`config.mk`:
```
export PLATFORM = sky130hd
export DESIGN_NAME = chip8_execute_unit_core
export DESIGN_NICKNAME = d
export VERILOG_FILES = /design/src/rtl/c8eu_pkg.sv /design/src/rtl/chip8_execute_unit_core.sv /design/src/rtl/c8eu_alu.sv /design/src/rtl/c8eu_vfile.sv /design/src/rtl/c8eu_stack.sv
export SDC_FILE = /design/constraint.sdc
export NUM_CORES = 1
export LEC_CHECK = 0
export BUFFER_PORTS_ARGS = -buffer_cell sky130_fd_sc_hd__clkbuf_2
export CAP_MARGIN = 20
export CELL_PAD_IN_SITES_DETAIL_PLACEMENT = 0
export CELL_PAD_IN_SITES_GLOBAL_PLACEMENT = 1
export CORE_MARGIN = 4
export CORE_UTILIZATION = 56
export CTS_CLUSTER_DIAMETER = 80
export CTS_CLUSTER_SIZE = 8
export DETAILED_ROUTE_END_ITERATION = 16
export PLACE_DENSITY = 0.95
export SKIP_CTS_REPAIR_TIMING = 1
export SLEW_MARGIN = 20
export SYNTH_ARGS = -nofsm -noshare
export SYNTH_HDL_FRONTEND = slang
export SYNTH_SLANG_ARGS = --single-unit
export TNS_END_PERCENT = 100
```
`constraint.sdc`:
```
create_clock -name aclk -period 11.8 [get_ports aclk]
set_input_delay 0.59 -clock aclk [delete_from_list [all_inputs] [get_ports aclk]]
set_output_delay 0.59 -clock aclk [all_outputs]
set_load 0.01 [all_outputs]
```
`src/rtl/c8eu_pkg.sv`:
```
// Shared types, codes and constants for the CHIP-8 execute unit.
`default_nettype none
package c8eu_pkg;

    localparam int STACK_DEPTH = 16;
    localparam int NUM_VREGS   = 16;
    localparam int STK_DW      = $clog2(STACK_DEPTH + 1);
    localparam int STK_AW      = $clog2(STACK_DEPTH);
    localparam int VMEM_N      = NUM_VREGS - 1;

    localparam logic [3:0]  FLAG_REG    = 4'hF;
    localparam logic [11:0] START_RESET = 12'd512;
    localparam logic [11:0] PC_STEP     = 12'd2;

    typedef enum logic [3:0] {
        OP_RET     = 4'd0,
        OP_JUMP    = 4'd1,
        OP_CALL    = 4'd2,
        OP_SEQ_IMM = 4'd3,
        OP_SNE_IMM = 4'd4,
        OP_SEQ_REG = 4'd5,
        OP_SNE_REG = 4'd6,
        OP_LOAD    = 4'd7,
        OP_ALU     = 4'd8,
        OP_ADDI    = 4'd9,
        OP_SETI    = 4'd10,
        OP_ADV     = 4'd11,
        OP_INVALID = 4'd12
    } op_t;

    typedef enum logic [3:0] {
        FN_MOV  = 4'h0,
        FN_OR   = 4'h1,
        FN_AND  = 4'h2,
        FN_XOR  = 4'h3,
        FN_ADD  = 4'h4,
        FN_SUB  = 4'h5,
        FN_SHR  = 4'h6,
        FN_SUBN = 4'h7,
        FN_SHL  = 4'hE
    } alu_fn_t;

    typedef enum logic [1:0] {
        ST_OK        = 2'd0,
        ST_OVERFLOW  = 2'd1,
        ST_UNDERFLOW = 2'd2,
        ST_INVALID   = 2'd3
    } status_t;

    // V register write request: result to Vx, flag to VF
    typedef struct packed {
        logic       res_we;
        logic [7:0] res;
        logic       flag_we;
        logic [7:0] flag;
        logic       flag_last;
    } vwr_t;

    typedef struct packed {
        logic        push;
        logic        pop;
        logic [11:0] data;
    } stk_ctrl_t;

    typedef struct packed {
        logic        empty;
        logic        full;
        logic [11:0] tos;
    } stk_stat_t;

endpackage
`default_nettype wire

```
`src/rtl/chip8_execute_unit_core.sv`:
```
// Top level of the CHIP-8 execute unit: input register, execute stage, result register.
//
//  channel | dir | signals                        | payload
//  s_      | in  | s_tvalid s_tready s_tdata/user | decoded instruction request
//  m_      | out | m_tvalid m_tready m_tdata/user | machine state and status
//  cfg_    | in  | cfg_we cfg_wdata               | start address (loads pc)
//
// One instruction per cycle unless the result side stalls; m_tvalid rises on execution.
// The accepting edge registers the request and reads Vx/Vy from the register file (with
// forwarding from the instruction executing alongside); fire at a later edge executes it.
// A stalled result register holds the execute stage, and the input register then fills.
// Synchronous reset clears V registers (valid bits), index, stack depth, pc = 512.
`default_nettype none
module chip8_execute_unit_core (
    input  wire logic        aclk,
    input  wire logic        aresetn,
    input  wire logic        s_tvalid,
    output logic             s_tready,
    // [3:0] reg_x, [7:4] reg_y, [11:8] alu_function, [19:12] immediate,
    // [31:20] target_address
    input  wire logic [31:0] s_tdata,
    // [3:0] operation
    input  wire logic [3:0]  s_tuser,
    output logic             m_tvalid,
    input  wire logic        m_tready,
    // [11:0] pc_out, [23:12] index_out, [31:24] vx_out, [39:32] vf_out
    output logic      [39:0] m_tdata,
    // [1:0] status
    output logic      [1:0]  m_tuser,
    input  wire logic        cfg_we,
    input  wire logic [11:0] cfg_wdata
);

    logic                in_vld_reg;
    c8eu_pkg::op_t       op_reg;
    logic [3:0]          x_reg;
    logic [3:0]          fn_reg;
    logic [7:0]          imm_reg;
    logic [11:0]         addr_reg;
    logic                accept;
    logic                fire;

    logic [11:0]         pc_reg;
    logic [11:0]         pc_next;
    logic [11:0]         idx_reg;
    logic [11:0]         idx_next;
    logic [11:0]         pc_plus2;

    logic                out_vld_reg;
    logic [39:0]         out_data_reg;
    logic [1:0]          out_user_reg;

    logic [7:0]          vx;
    logic [7:0]          vy;
    logic [7:0]          vx_new;
    logic [7:0]          vf_new;
    c8eu_pkg::vwr_t      alu_wr;
    c8eu_pkg::vwr_t      vwr;
    c8eu_pkg::stk_ctrl_t stk_ctrl;
    c8eu_pkg::stk_stat_t stk_stat;
    c8eu_pkg::status_t   status;

    assign fire     = in_vld_reg && (!out_vld_reg || m_tready);
    assign s_tready = !in_vld_reg || fire;
    assign accept   = s_tvalid && s_tready;

    always_ff @(posedge aclk) begin
        if (!aresetn) begin
            in_vld_reg <= 1'b0;
        end else if (accept) begin
            in_vld_reg <= 1'b1;
        end else if (fire) begin
            in_vld_reg <= 1'b0;
        end
    end

    always_ff @(posedge aclk) begin
        if (accept) begin
            op_reg   <= c8eu_pkg::op_t'(s_tuser);
            x_reg    <= s_tdata[3:0];
            fn_reg   <= s_tdata[11:8];
            imm_reg  <= s_tdata[19:12];
            addr_reg <= s_tdata[31:20];
        end
    end

    c8eu_vfile u_vfile (
        .aclk    (aclk),
        .aresetn (aresetn),
        .rd_en   (accept),
        .rd_x    (s_tdata[3:0]),
        .rd_y    (s_tdata[7:4]),
        .wr_en   (fire),
        .wr_x    (x_reg),
        .wr      (vwr),
        .vx      (vx),
        .vy      (vy),
        .vx_new  (vx_new),
        .vf_new  (vf_new)
    );

    c8eu_alu u_alu (
        .fn (fn_reg),
        .vx (vx),
        .vy (vy),
        .wr (alu_wr)
    );

    c8eu_stack u_stack (
        .aclk    (aclk),
        .aresetn (aresetn),
        .ctrl    (stk_ctrl),
        .stat    (stk_stat)
    );

    assign pc_plus2 = pc_reg + c8eu_pkg::PC_STEP;

    always_comb begin
        pc_next       = pc_reg;
        idx_next      = idx_reg;
        status        = c8eu_pkg::ST_OK;
        vwr           = '0;
        stk_ctrl      = '0;
        stk_ctrl.data = pc_reg;
        case (op_reg)
            c8eu_pkg::OP_RET: begin
                if (stk_stat.empty) begin
                    status = c8eu_pkg::ST_UNDERFLOW;
                end else begin
                    stk_ctrl.pop = fire;
                    pc_next      = stk_stat.tos;
                end
            end
            c8eu_pkg::OP_JUMP: begin
                pc_next = addr_reg;
            end
            c8eu_pkg::OP_CALL: begin
                if (stk_stat.full) begin
                    status = c8eu_pkg::ST_OVERFLOW;
                end else begin
                    stk_ctrl.push = fire;
                    pc_next       = addr_reg;
                end
            end
            c8eu_pkg::OP_SEQ_IMM: begin
                if (vx == imm_reg) begin
                    pc_next = pc_plus2;
                end
            end
            c8eu_pkg::OP_SNE_IMM: begin
                if (vx != imm_reg) begin
                    pc_next = pc_plus2;
                end
            end
            c8eu_pkg::OP_SEQ_REG: begin
                if (vx == vy) begin
                    pc_next = pc_plus2;
                end
            end
            c8eu_pkg::OP_SNE_REG: begin
                if (vx != vy) begin
                    pc_next = pc_plus2;
                end
            end
            c8eu_pkg::OP_LOAD: begin
                vwr.res_we = 1'b1;
                vwr.res    = imm_reg;
            end
            c8eu_pkg::OP_ALU: begin
                vwr = alu_wr;
            end
            c8eu_pkg::OP_ADDI: begin
                vwr.res_we = 1'b1;
                vwr.res    = vx + imm_reg;
            end
            c8eu_pkg::OP_SETI: begin
                idx_next = addr_reg;
            end
            c8eu_pkg::OP_ADV: begin
                pc_next = pc_plus2;
            end
            default: begin
                status = c8eu_pkg::ST_INVALID;
            end
        endcase
    end

    always_ff @(posedge aclk) begin
        if (!aresetn) begin
            pc_reg  <= c8eu_pkg::START_RESET;
            idx_reg <= '0;
        end else if (cfg_we) begin
            pc_reg <= cfg_wdata;
        end else if (fire) begin
            pc_reg  <= pc_next;
            idx_reg <= idx_next;
        end
    end

    always_ff @(posedge aclk) begin
        if (!aresetn) begin
            out_vld_reg <= 1'b0;
        end else if (fire) begin
            out_vld_reg <= 1'b1;
        end else if (m_tready) begin
            out_vld_reg <= 1'b0;
        end
    end

    always_ff @(posedge aclk) begin
        if (fire) begin
            out_data_reg <= {vf_new, vx_new, idx_next, pc_next};
            out_user_reg <= status;
        end
    end

    assign m_tvalid = out_vld_reg;
    assign m_tdata  = out_data_reg;
    assign m_tuser  = out_user_reg;

    a_fire_result: assert property (@(posedge aclk) disable iff (!aresetn)
        fire |=> m_tvalid)
        else $error("executed request produced no result");

    a_error_keeps_pc: assert property (@(posedge aclk) disable iff (!aresetn)
        (fire && status != c8eu_pkg::ST_OK && !cfg_we) |=> $stable(pc_reg))
        else $error("faulting instruction changed pc");

endmodule
`default_nettype wire

```
`src/rtl/c8eu_alu.sv`:
```
// 8XY ALU group: result and flag for one instruction.
`default_nettype none
module c8eu_alu (
    input  wire logic [3:0] fn,
    input  wire logic [7:0] vx,
    input  wire logic [7:0] vy,
    output c8eu_pkg::vwr_t  wr
);

    logic [8:0] sum;

    assign sum = {1'b0, vx} + {1'b0, vy};

    always_comb begin
        wr = '0;
        case (c8eu_pkg::alu_fn_t'(fn))
            c8eu_pkg::FN_MOV: begin
                wr.res_we = 1'b1;
                wr.res    = vy;
            end
            c8eu_pkg::FN_OR: begin
                wr.res_we = 1'b1;
                wr.res    = vx | vy;
            end
            c8eu_pkg::FN_AND: begin
                wr.res_we = 1'b1;
                wr.res    = vx & vy;
            end
            c8eu_pkg::FN_XOR: begin
                wr.res_we = 1'b1;
                wr.res    = vx ^ vy;
            end
            c8eu_pkg::FN_ADD: begin
                wr.res_we  = 1'b1;
                wr.res     = sum[7:0];
                wr.flag_we = 1'b1;
                wr.flag    = {7'd0, sum[8]};
            end
            c8eu_pkg::FN_SUB: begin
                wr.res_we  = 1'b1;
                wr.res     = vx - vy;
                wr.flag_we = 1'b1;
                wr.flag    = {7'd0, vx >= vy};
            end
            c8eu_pkg::FN_SUBN: begin
                wr.res_we  = 1'b1;
                wr.res     = vy - vx;
                wr.flag_we = 1'b1;
                wr.flag    = {7'd0, vy >= vx};
            end
            c8eu_pkg::FN_SHR: begin
                wr.res_we    = 1'b1;
                wr.res       = {1'b0, vy[7:1]};
                wr.flag_we   = 1'b1;
                wr.flag      = {7'd0, vy[0]};
                wr.flag_last = 1'b1;
            end
            c8eu_pkg::FN_SHL: begin
                wr.res_we    = 1'b1;
                wr.res       = {vy[6:0], 1'b0};
                wr.flag_we   = 1'b1;
                wr.flag      = {7'd0, vy[7]};
                wr.flag_last = 1'b1;
            end
            default: begin
                wr = '0;
            end
        endcase
    end

endmodule
`default_nettype wire

```
`src/rtl/c8eu_vfile.sv`:
```
// V register file: V0-VE in a memory with valid bits, VF in a flop, registered reads.
`default_nettype none
module c8eu_vfile (
    input  wire logic          aclk,
    input  wire logic          aresetn,
    input  wire logic          rd_en,
    input  wire logic [3:0]    rd_x,
    input  wire logic [3:0]    rd_y,
    input  wire logic          wr_en,
    input  wire logic [3:0]    wr_x,
    input  wire c8eu_pkg::vwr_t wr,
    output logic      [7:0]    vx,
    output logic      [7:0]    vy,
    output logic      [7:0]    vx_new,
    output logic      [7:0]    vf_new
);

    logic [7:0]                  mem [c8eu_pkg::VMEM_N];
    logic [c8eu_pkg::VMEM_N-1:0] vld_reg;
    logic [c8eu_pkg::VMEM_N-1:0] vld_next;
    logic [7:0]                  rdx_reg;
    logic [7:0]                  rdy_reg;
    logic                        rdx15_reg;
    logic                        rdy15_reg;
    logic [7:0]                  vf_reg;
    logic [7:0]                  vf_next;
    logic                        mem_we;

    assign mem_we = wr_en && wr.res_we && !rdx15_reg;

    always_comb begin
        vld_next = vld_reg;
        if (mem_we) begin
            vld_next[wr_x] = 1'b1;
        end
    end

    always_ff @(posedge aclk) begin
        if (!aresetn) begin
            vld_reg <= '0;
            vf_reg  <= '0;
        end else begin
            vld_reg <= vld_next;
            vf_reg  <= vf_next;
        end
    end

    always_ff @(posedge aclk) begin
        if (mem_we) begin
            mem[wr_x] <= wr.res;
        end
        if (rd_en) begin
            rdx15_reg <= (rd_x == c8eu_pkg::FLAG_REG);
            rdy15_reg <= (rd_y == c8eu_pkg::FLAG_REG);
            if (rd_x == c8eu_pkg::FLAG_REG) begin
                rdx_reg <= '0;
            end else if (mem_we && wr_x == rd_x) begin
                rdx_reg <= wr.res;
            end else if (vld_reg[rd_x]) begin
                rdx_reg <= mem[rd_x];
            end else begin
                rdx_reg <= '0;
            end
            if (rd_y == c8eu_pkg::FLAG_REG) begin
                rdy_reg <= '0;
            end else if (mem_we && wr_x == rd_y) begin
                rdy_reg <= wr.res;
            end else if (vld_reg[rd_y]) begin
                rdy_reg <= mem[rd_y];
            end else begin
                rdy_reg <= '0;
            end
        end
    end

    assign vx = rdx15_reg ? vf_reg : rdx_reg;
    assign vy = rdy15_reg ? vf_reg : rdy_reg;

    // Vx = VF: add/sub keep the result, shifts keep the flag
    always_comb begin
        if (rdx15_reg) begin
            if (wr.flag_we && (wr.flag_last || !wr.res_we)) begin
                vf_new = wr.flag;
            end else if (wr.res_we) begin
                vf_new = wr.res;
            end else begin
                vf_new = vf_reg;
            end
        end else begin
            vf_new = wr.flag_we ? wr.flag : vf_reg;
        end
        if (rdx15_reg) begin
            vx_new = vf_new;
        end else begin
            vx_new = wr.res_we ? wr.res : vx;
        end
        vf_next = wr_en ? vf_new : vf_reg;
    end

endmodule
`default_nettype wire

```
`src/rtl/c8eu_stack.sv`:
```
// Return stack: top entry in a flop, the rest in a memory with a prefetched next entry.
`default_nettype none
module c8eu_stack (
    input  wire logic          aclk,
    input  wire logic          aresetn,
    input  wire c8eu_pkg::stk_ctrl_t ctrl,
    output c8eu_pkg::stk_stat_t stat
);

    logic [11:0]                 mem [c8eu_pkg::STACK_DEPTH];
    logic [c8eu_pkg::STK_DW-1:0] depth_reg;
    logic [c8eu_pkg::STK_DW-1:0] depth_next;
    logic [c8eu_pkg::STK_DW-1:0] depth_m1;
    logic [c8eu_pkg::STK_DW-1:0] depth_m3;
    logic [11:0]                 tos_reg;
    logic [11:0]                 under_reg;

    assign depth_m1 = depth_reg - c8eu_pkg::STK_DW'(1);
    assign depth_m3 = depth_reg - c8eu_pkg::STK_DW'(3);

    always_comb begin
        depth_next = depth_reg;
        if (ctrl.push) begin
            depth_next = depth_reg + c8eu_pkg::STK_DW'(1);
        end else if (ctrl.pop) begin
            depth_next = depth_m1;
        end
    end

    always_ff @(posedge aclk) begin
        if (!aresetn) begin
            depth_reg <= '0;
        end else begin
            depth_reg <= depth_next;
        end
    end

    // under_reg tracks the entry just below the top
    always_ff @(posedge aclk) begin
        if (ctrl.push) begin
            if (depth_reg != '0) begin
                mem[depth_m1[c8eu_pkg::STK_AW-1:0]] <= tos_reg;
            end
            tos_reg   <= ctrl.data;
            under_reg <= tos_reg;
        end else if (ctrl.pop) begin
            tos_reg   <= under_reg;
            under_reg <= mem[depth_m3[c8eu_pkg::STK_AW-1:0]];
        end
    end

    assign stat.empty = (depth_reg == '0);
    assign stat.full  = (depth_reg == c8eu_pkg::STK_DW'(c8eu_pkg::STACK_DEPTH));
    assign stat.tos   = tos_reg;

    a_no_push_full: assert property (@(posedge aclk) disable iff (!aresetn)
        !(ctrl.push && stat.full))
        else $error("push on full stack");

    a_no_pop_empty: assert property (@(posedge aclk) disable iff (!aresetn)
        !(ctrl.pop && stat.empty))
        else $error("pop on empty stack");

    a_push_tos: assert property (@(posedge aclk) disable iff (!aresetn)
        ctrl.push |=> (tos_reg == $past(ctrl.data)))
        else $error("top of stack lost pushed address");

endmodule
`default_nettype wire

```
# Word level (Yosys, flattened, before mapping)
# Memories as Yosys holds them, arrays and structs flattened.
# Index checks and enable logic that the tools add are counted.
[word_totals]
regBits = 170
ram_bits = 312
in_bits = 53
output_inout_bits = 44
elab_cells = 150
n_memories = 2
[mem_list]
columns = ["memory", "words", "word_bits", "rd", "rd_ports_with_merged_regs", "wr", "line_no", "rtl"]
rows = [
  ["u_stack.mem", 16, 12, 1, 0, 1, "c8eu_stack.sv:10", "logic [11:0] mem [c8eu_pkg::STACK_DEPTH];"],
  ["u_vfile.mem", 15, 8, 2, 0, 1, "c8eu_vfile.sv:18", "logic [7:0] mem [c8eu_pkg::VMEM_N];"],
]
[classes]
n_addsub = 8
order_cmp = 6
eq_ne = 28
mux = 55
n_bitwise = 5
n_reduce_logical = 26
[op_table]
columns = ["operator", "count"]
rows = [
  ["two-way mux 12 bit", 13],
  ["two-way mux 8 bit", 12],
  ["case mux 12 bit (8 select lines)", 1],
  ["case mux 9 bit (9 select lines)", 1],
  ["case mux 9 bit (5 select lines)", 1],
  ["== test 4 x 3 -> 1 bit (second input constant)", 8],
  ["== test 4 bit (second input constant)", 7],
  ["case mux 9 bit (3 select lines)", 1],
  ["two-way mux 1 bit", 18],
  ["== test 4 x 2 -> 1 bit (second input constant)", 4],
  ["== test 8 bit", 2],
  ["greater-or-equal comparator 8 bit", 2],
  ["inequality test 8 bit", 2],
  ["subtractor 8 bit", 2],
  ["< comparator 4 x 5 -> 1 bit (second input constant)", 3],
  ["bitwise OR 15 bit", 1],
  ["adder 12 x 2 -> 12 bit (second input constant)", 1],
  ["two-way mux 10 bit", 1],
  ["two-way mux 5 bit", 2],
  ["OR reduction 10 bit", 1],
  ["adder 8 x 8 -> 9 bit", 1],
  ["adder 8 bit", 1],
  ["bitwise AND 8 bit", 1],
  ["binary-select mux 1 bit (select 4 bit)", 2],
  ["22 further kinds", 40],
]

# Logic depth before layout (Yosys ltp)
[depth]
ltp_word = 10
depth_mapped = 14
mapped_depth_nobuf = 12

# Hierarchy
# A second synthesis with hierarchy kept.
[unflattened]
cells_unflattened = 1852
hier_area_um2 = 24678.7
[by_module_without_submodules]
columns = ["mod", "n_inst", "cells_per_inst", "area_each_um2", "seq_area_each_um2"]
rows = [
  ["c8eu_stack", 1, 576, 9545.4, 6586.3],
  ["c8eu_vfile", 1, 570, 8277.9, 4604.4],
  ["chip8_execute_unit_core", 1, 443, 4949.7, 2742.6],
  ["c8eu_alu", 1, 263, 1905.6, 0.0],
]

# Worst setup path before layout
# Ideal clock, no wire load.
[synth_timing]
path_kind = "flip-flop to flip-flop"
startpoint = "register u_vfile.rdx15_reg"
endpoint = "memory u_vfile.mem[0][4] (data pin)"
setup_ps = 327
t_arrival_ps = 3431
required_ps = 11473
setup_slack_ps = 8043
stages_incl_launch_ff = 15
path_buffers = 2
synth_period_minus_slack_ps = 3757
cell_sequence = "edfxtp_1 buf_2 buf_1 mux2i_1 inv_1 ha_1 inv_1 fa_1 nor2b_1 o21ai_1 and2_1 a221o_1 a221o_1 a222oi_1 inv_1"
[synth_rtl]
columns = ["item", "line_no", "rtl"]
rows = [
  ["start: declaration", "c8eu_vfile.sv:23", "logic rdx15_reg;"],
  ["start signal: assignment", "c8eu_vfile.sv:53", "rdx15_reg <= (rd_x == c8eu_pkg::FLAG_REG);"],
  ["end: declaration", "c8eu_vfile.sv:18", ""],
]

==> summary.txt <==
Logic synthesis
  • Mean area per synthesized cell: roughly 14 µm²
  • Synthesized Nets: 1809
  • Post-synth EDFFs: about 430
  • Top-area cell type share of the netlist area: between 50 and 60%
  • Asr flop ratio synth: 0%
  • Dominant cell type by area after synthesis: edfxtp_1
  • Synth warn: 0
  • Distinct cell type count after synthesis: slightly below 90
  • Area contributors post-synth: edfxtp_1, mux4_2, dfxtp_1
  • Seq/Total Area, Yosys: about 59%
  • Seq cells post-synth: roughly 480
  • Mapped Area: 0.0235 mm²
  • Ys flop type: edfxtp_1
  • Cells after Synth: 1705

Global route
  • Gr ovfl total: 0
  • Antenna violations before repair: 1
  • Gr usage total: approximately 28%
  • Vias in the first global route: 15700
  • Largest net degree at the start of global routing: 58
  • First-pass GRT wire length: 96700 µm

Run
  • Max cap viols: 0

Timing
  • Fin. Hold Viols: 0
  • Period utilization: 40.7%
  • Setup WS post-layout: roughly 7 ns
  • Worst-Margin Slew: around 1.2 ns
  • Setup_tns: 0 ns
  • Minimum clock period: ~4.8 ns
  • Max Slew Vio Count: 0
  • Final setup fails: 0
  • Setup Skew: 0.0325 ns
  • Slew Limit Headroom: between 20% and 30%
  • Unrepaired setup endpoints after global routing: false
  • Fmax: 208 MHz

Setup path
  • R2R setup slack: between 7 and 8 ns
  • Worst Path Max Fanout: 15
  • Critical Path Sink Type: flip-flop
  • R2r startpoint: u_vfile.rdx15_reg$_DFFE_PP_
  • Worst path bufs/invs: 2
  • Crit path required time: 12.02 ns
  • R2R cell count: 10
  • Sequence of cells on the critical path: mux2i_1 -> inv_1 -> fa_1 -> nor2b_1 -> o21ai_0 -> and2_1 -> o221ai_1 -> a221o_1 -> a222oi_1 -> inv_1
  • Crit path kind: reg -> reg
  • CP peak stage delay: between 0.8 and 0.9 ns
  • CP startpoint kind: flip-flop
  • Cell family with most CP delay: compound AO/OA/AOI/OAI gates
  • CP most frequent cell: inv_1
  • Reg2Reg Capture Point: u_vfile.mem[13][4]$_DFFE_PP_
  • WP data arrival: about 5.0 ns
  • Slowest CP cell: edfxtp_1

Placement
  • Dpl cells: 2265
  • Pre-CTS setup slack: 7.14 ns
  • Port bufs: 96
  • Hpwl dp: between 40000 and 50000 µm
  • Placer's final routability congestion estimate: between 0.9 and 1
  • Post-place instance area: between 0.02 and 0.025 mm²

Routing
  • Vias: 16000
  • # DRC: 0
  • Remaining antenna violation count: 0
  • Final wirelength: between 60000 and 70000 µm
  • 1st-iter DRT viols: about 2400
  • DRT Pass-1 Iters: 6
  • Routed vias/inst: 6.71
  • Post-DR wirelength/cell: approximately 27 µm

Final layout
  • Share of layout cells above drive strength 1: ~23%
  • Most frequent cells in the layout: edfxtp_1, nand2_1, mux4_2, nor2_1, clkbuf_2
  • Final #Nets: between 1500 and 2000
  • Max reg flops: 192
  • ANT cells: 0
  • Most common cell after layout, fill and taps aside: edfxtp_1
  • Most flop-heavy register: u_stack.mem
  • Fin cells: 2379
  • Core Util, Final: 64.7%
  • Area growth syn-to-layout: 13.3%
  • Post-route cell area: 0.0266 mm²

CTS
  • CTS tree: done
  • Clock buffer depth: 3
  • CTS clock-pin slew for the worst setup and hold paths: 0.05 ns
  • Clk sinks: between 400 and 500
  • CTS root buf: clkbuf_16
  • CTS Buf Count: 70
  • Worst skew pair latency: around 0.6 ns
  • CTS H-tree depth: 3

Floorplanning
  • Core area: between 0.04 and 0.05 mm²
  • Row count: 74
  • Top Ports: 97
  • Die Y-Extent: around 210 µm
  • Starting Density: between 50% and 60%
  • Die W: approximately 210 µm
  • Die Area: 0.0453 mm²

Worst hold path
  • Tightest Hold Check Type: in -> reg
  • Hold Crit Depth: 1
  • Min-Delay Startpoint: s_tdata[11]
  • WHS Endpoint: fn_reg[3]$_DFFE_PP_

Power
  • Leakage: ~9.3 nW
  • Peak VDD IR: 0.164 mV
  • PwrDens: approximately 150 mW/mm²

Status
  • Status: completed
==> per-stage QoR <==
step / hold slack (ns) / total power [mW]
after global placement: 0.457 / 2.20
final: 0.160 / 4.04
after global routing: 0.142 / 4.16
after CTS: 0.145 / 4.05
after floorplan: 0.451 / 2.11
after detailed placement: 0.465 / 2.20
==> cells in the mapped netlist, drive strengths merged (5+ instances only) <==
master    n
edfxtp  428
nand2   114
nor2    113
mux4    106
o21ai    97
a21oi    85
clkbuf   65
mux2i    61
inv      55
mux2     55
dfxtp    54
ha       47
buf      37
nand3    34
nor2b    20
nor3     20
a211oi   18
a22oi    16
a31oi    16
nand2b   14
o21a     14
xnor2    14
nor4     12
o31ai    12
and3     11
o211ai   11
and2     10
o22ai    10
xor2     10
o21bai    9
a41oi     8
or2       8
or3       7
or4       7
o311ai    6
a211o     5
a21o      5
a22o      5
a311oi    5
nand3b    5
nor4b     5
==> cell families after synthesis <==
| family | count (synthesis) | synth area share (%) |
|---|---|---|
| AOI/OAI and AO/OA | 365 | 10.2 |
| xor gates and xnor gates | 24 | 0.894 |
| adders and majority gates | 51 | 2.84 |
| buffers and inverters | 158 | 2.84 |
| DFF | 482 | 59.3 |
| muxes | 222 | 15.4 |
| and+or+nand+nor | 403 | 8.57 |
==> worst max path at each step <==
stage                                startpoint                           end  cells past startpoint
floorplan           u_vfile.rdx15_reg$_DFFE_PP_   u_vfile.mem[0][4]$_DFFE_PP_                     14
global placement    u_vfile.rdx15_reg$_DFFE_PP_  u_vfile.mem[12][4]$_DFFE_PP_                     12
detailed placement  u_vfile.rdx15_reg$_DFFE_PP_  u_vfile.mem[10][4]$_DFFE_PP_                     10
CTS                 u_vfile.rdx15_reg$_DFFE_PP_  u_vfile.mem[13][4]$_DFFE_PP_                     10
global route        u_vfile.rdx15_reg$_DFFE_PP_  u_vfile.mem[11][7]$_DFFE_PP_                     10
finish              u_vfile.rdx15_reg$_DFFE_PP_  u_vfile.mem[13][4]$_DFFE_PP_                     10
==> power breakdown <==
part           switching, mW  internal, mW
registers             0.0275          1.87
clock network          0.751          1.11
logic                  0.174         0.103
==> area by class of cell <==
| cell class | instances | area [µm²] |
|---|---|---|
| Tap cell | 532 | 666 |
| Timing Repair Buffer | 132 | 771 |
| Clock buffer | 105 | 1880 |
| Fill cell | 2839 | 14600 |
| Clock inverter | 8 | 154 |
| Sequential cell | 482 | 13900 |
| Multi-Input combinational cell | 1065 | 9020 |
| Inverter | 55 | 206 |
==> routing by layer <==
metal / vias to the layer above / track usage [%] / part of all wire [%]
li1: 6870 / - / -
met1: 8040 / 39.0 / 39
met2: 898 / 46.2 / 49
met3: 155 / 4.85 / 8.4
met4: 0 / 9.40 / 3.4
met5: - / 0 / 0
==> worst register-to-register path: stages, from the launching register on <==
cell      delay (ns)
edfxtp_1        0.82
mux2i_1         0.53
inv_1           0.29
fa_1            0.48
nor2b_1         0.15
o21ai_0         0.23
and2_1          0.21
o221ai_1        0.14
a221o_1         0.38
a222oi_1        0.75
inv_1           0.45
(Power assumes the default switching activity.)
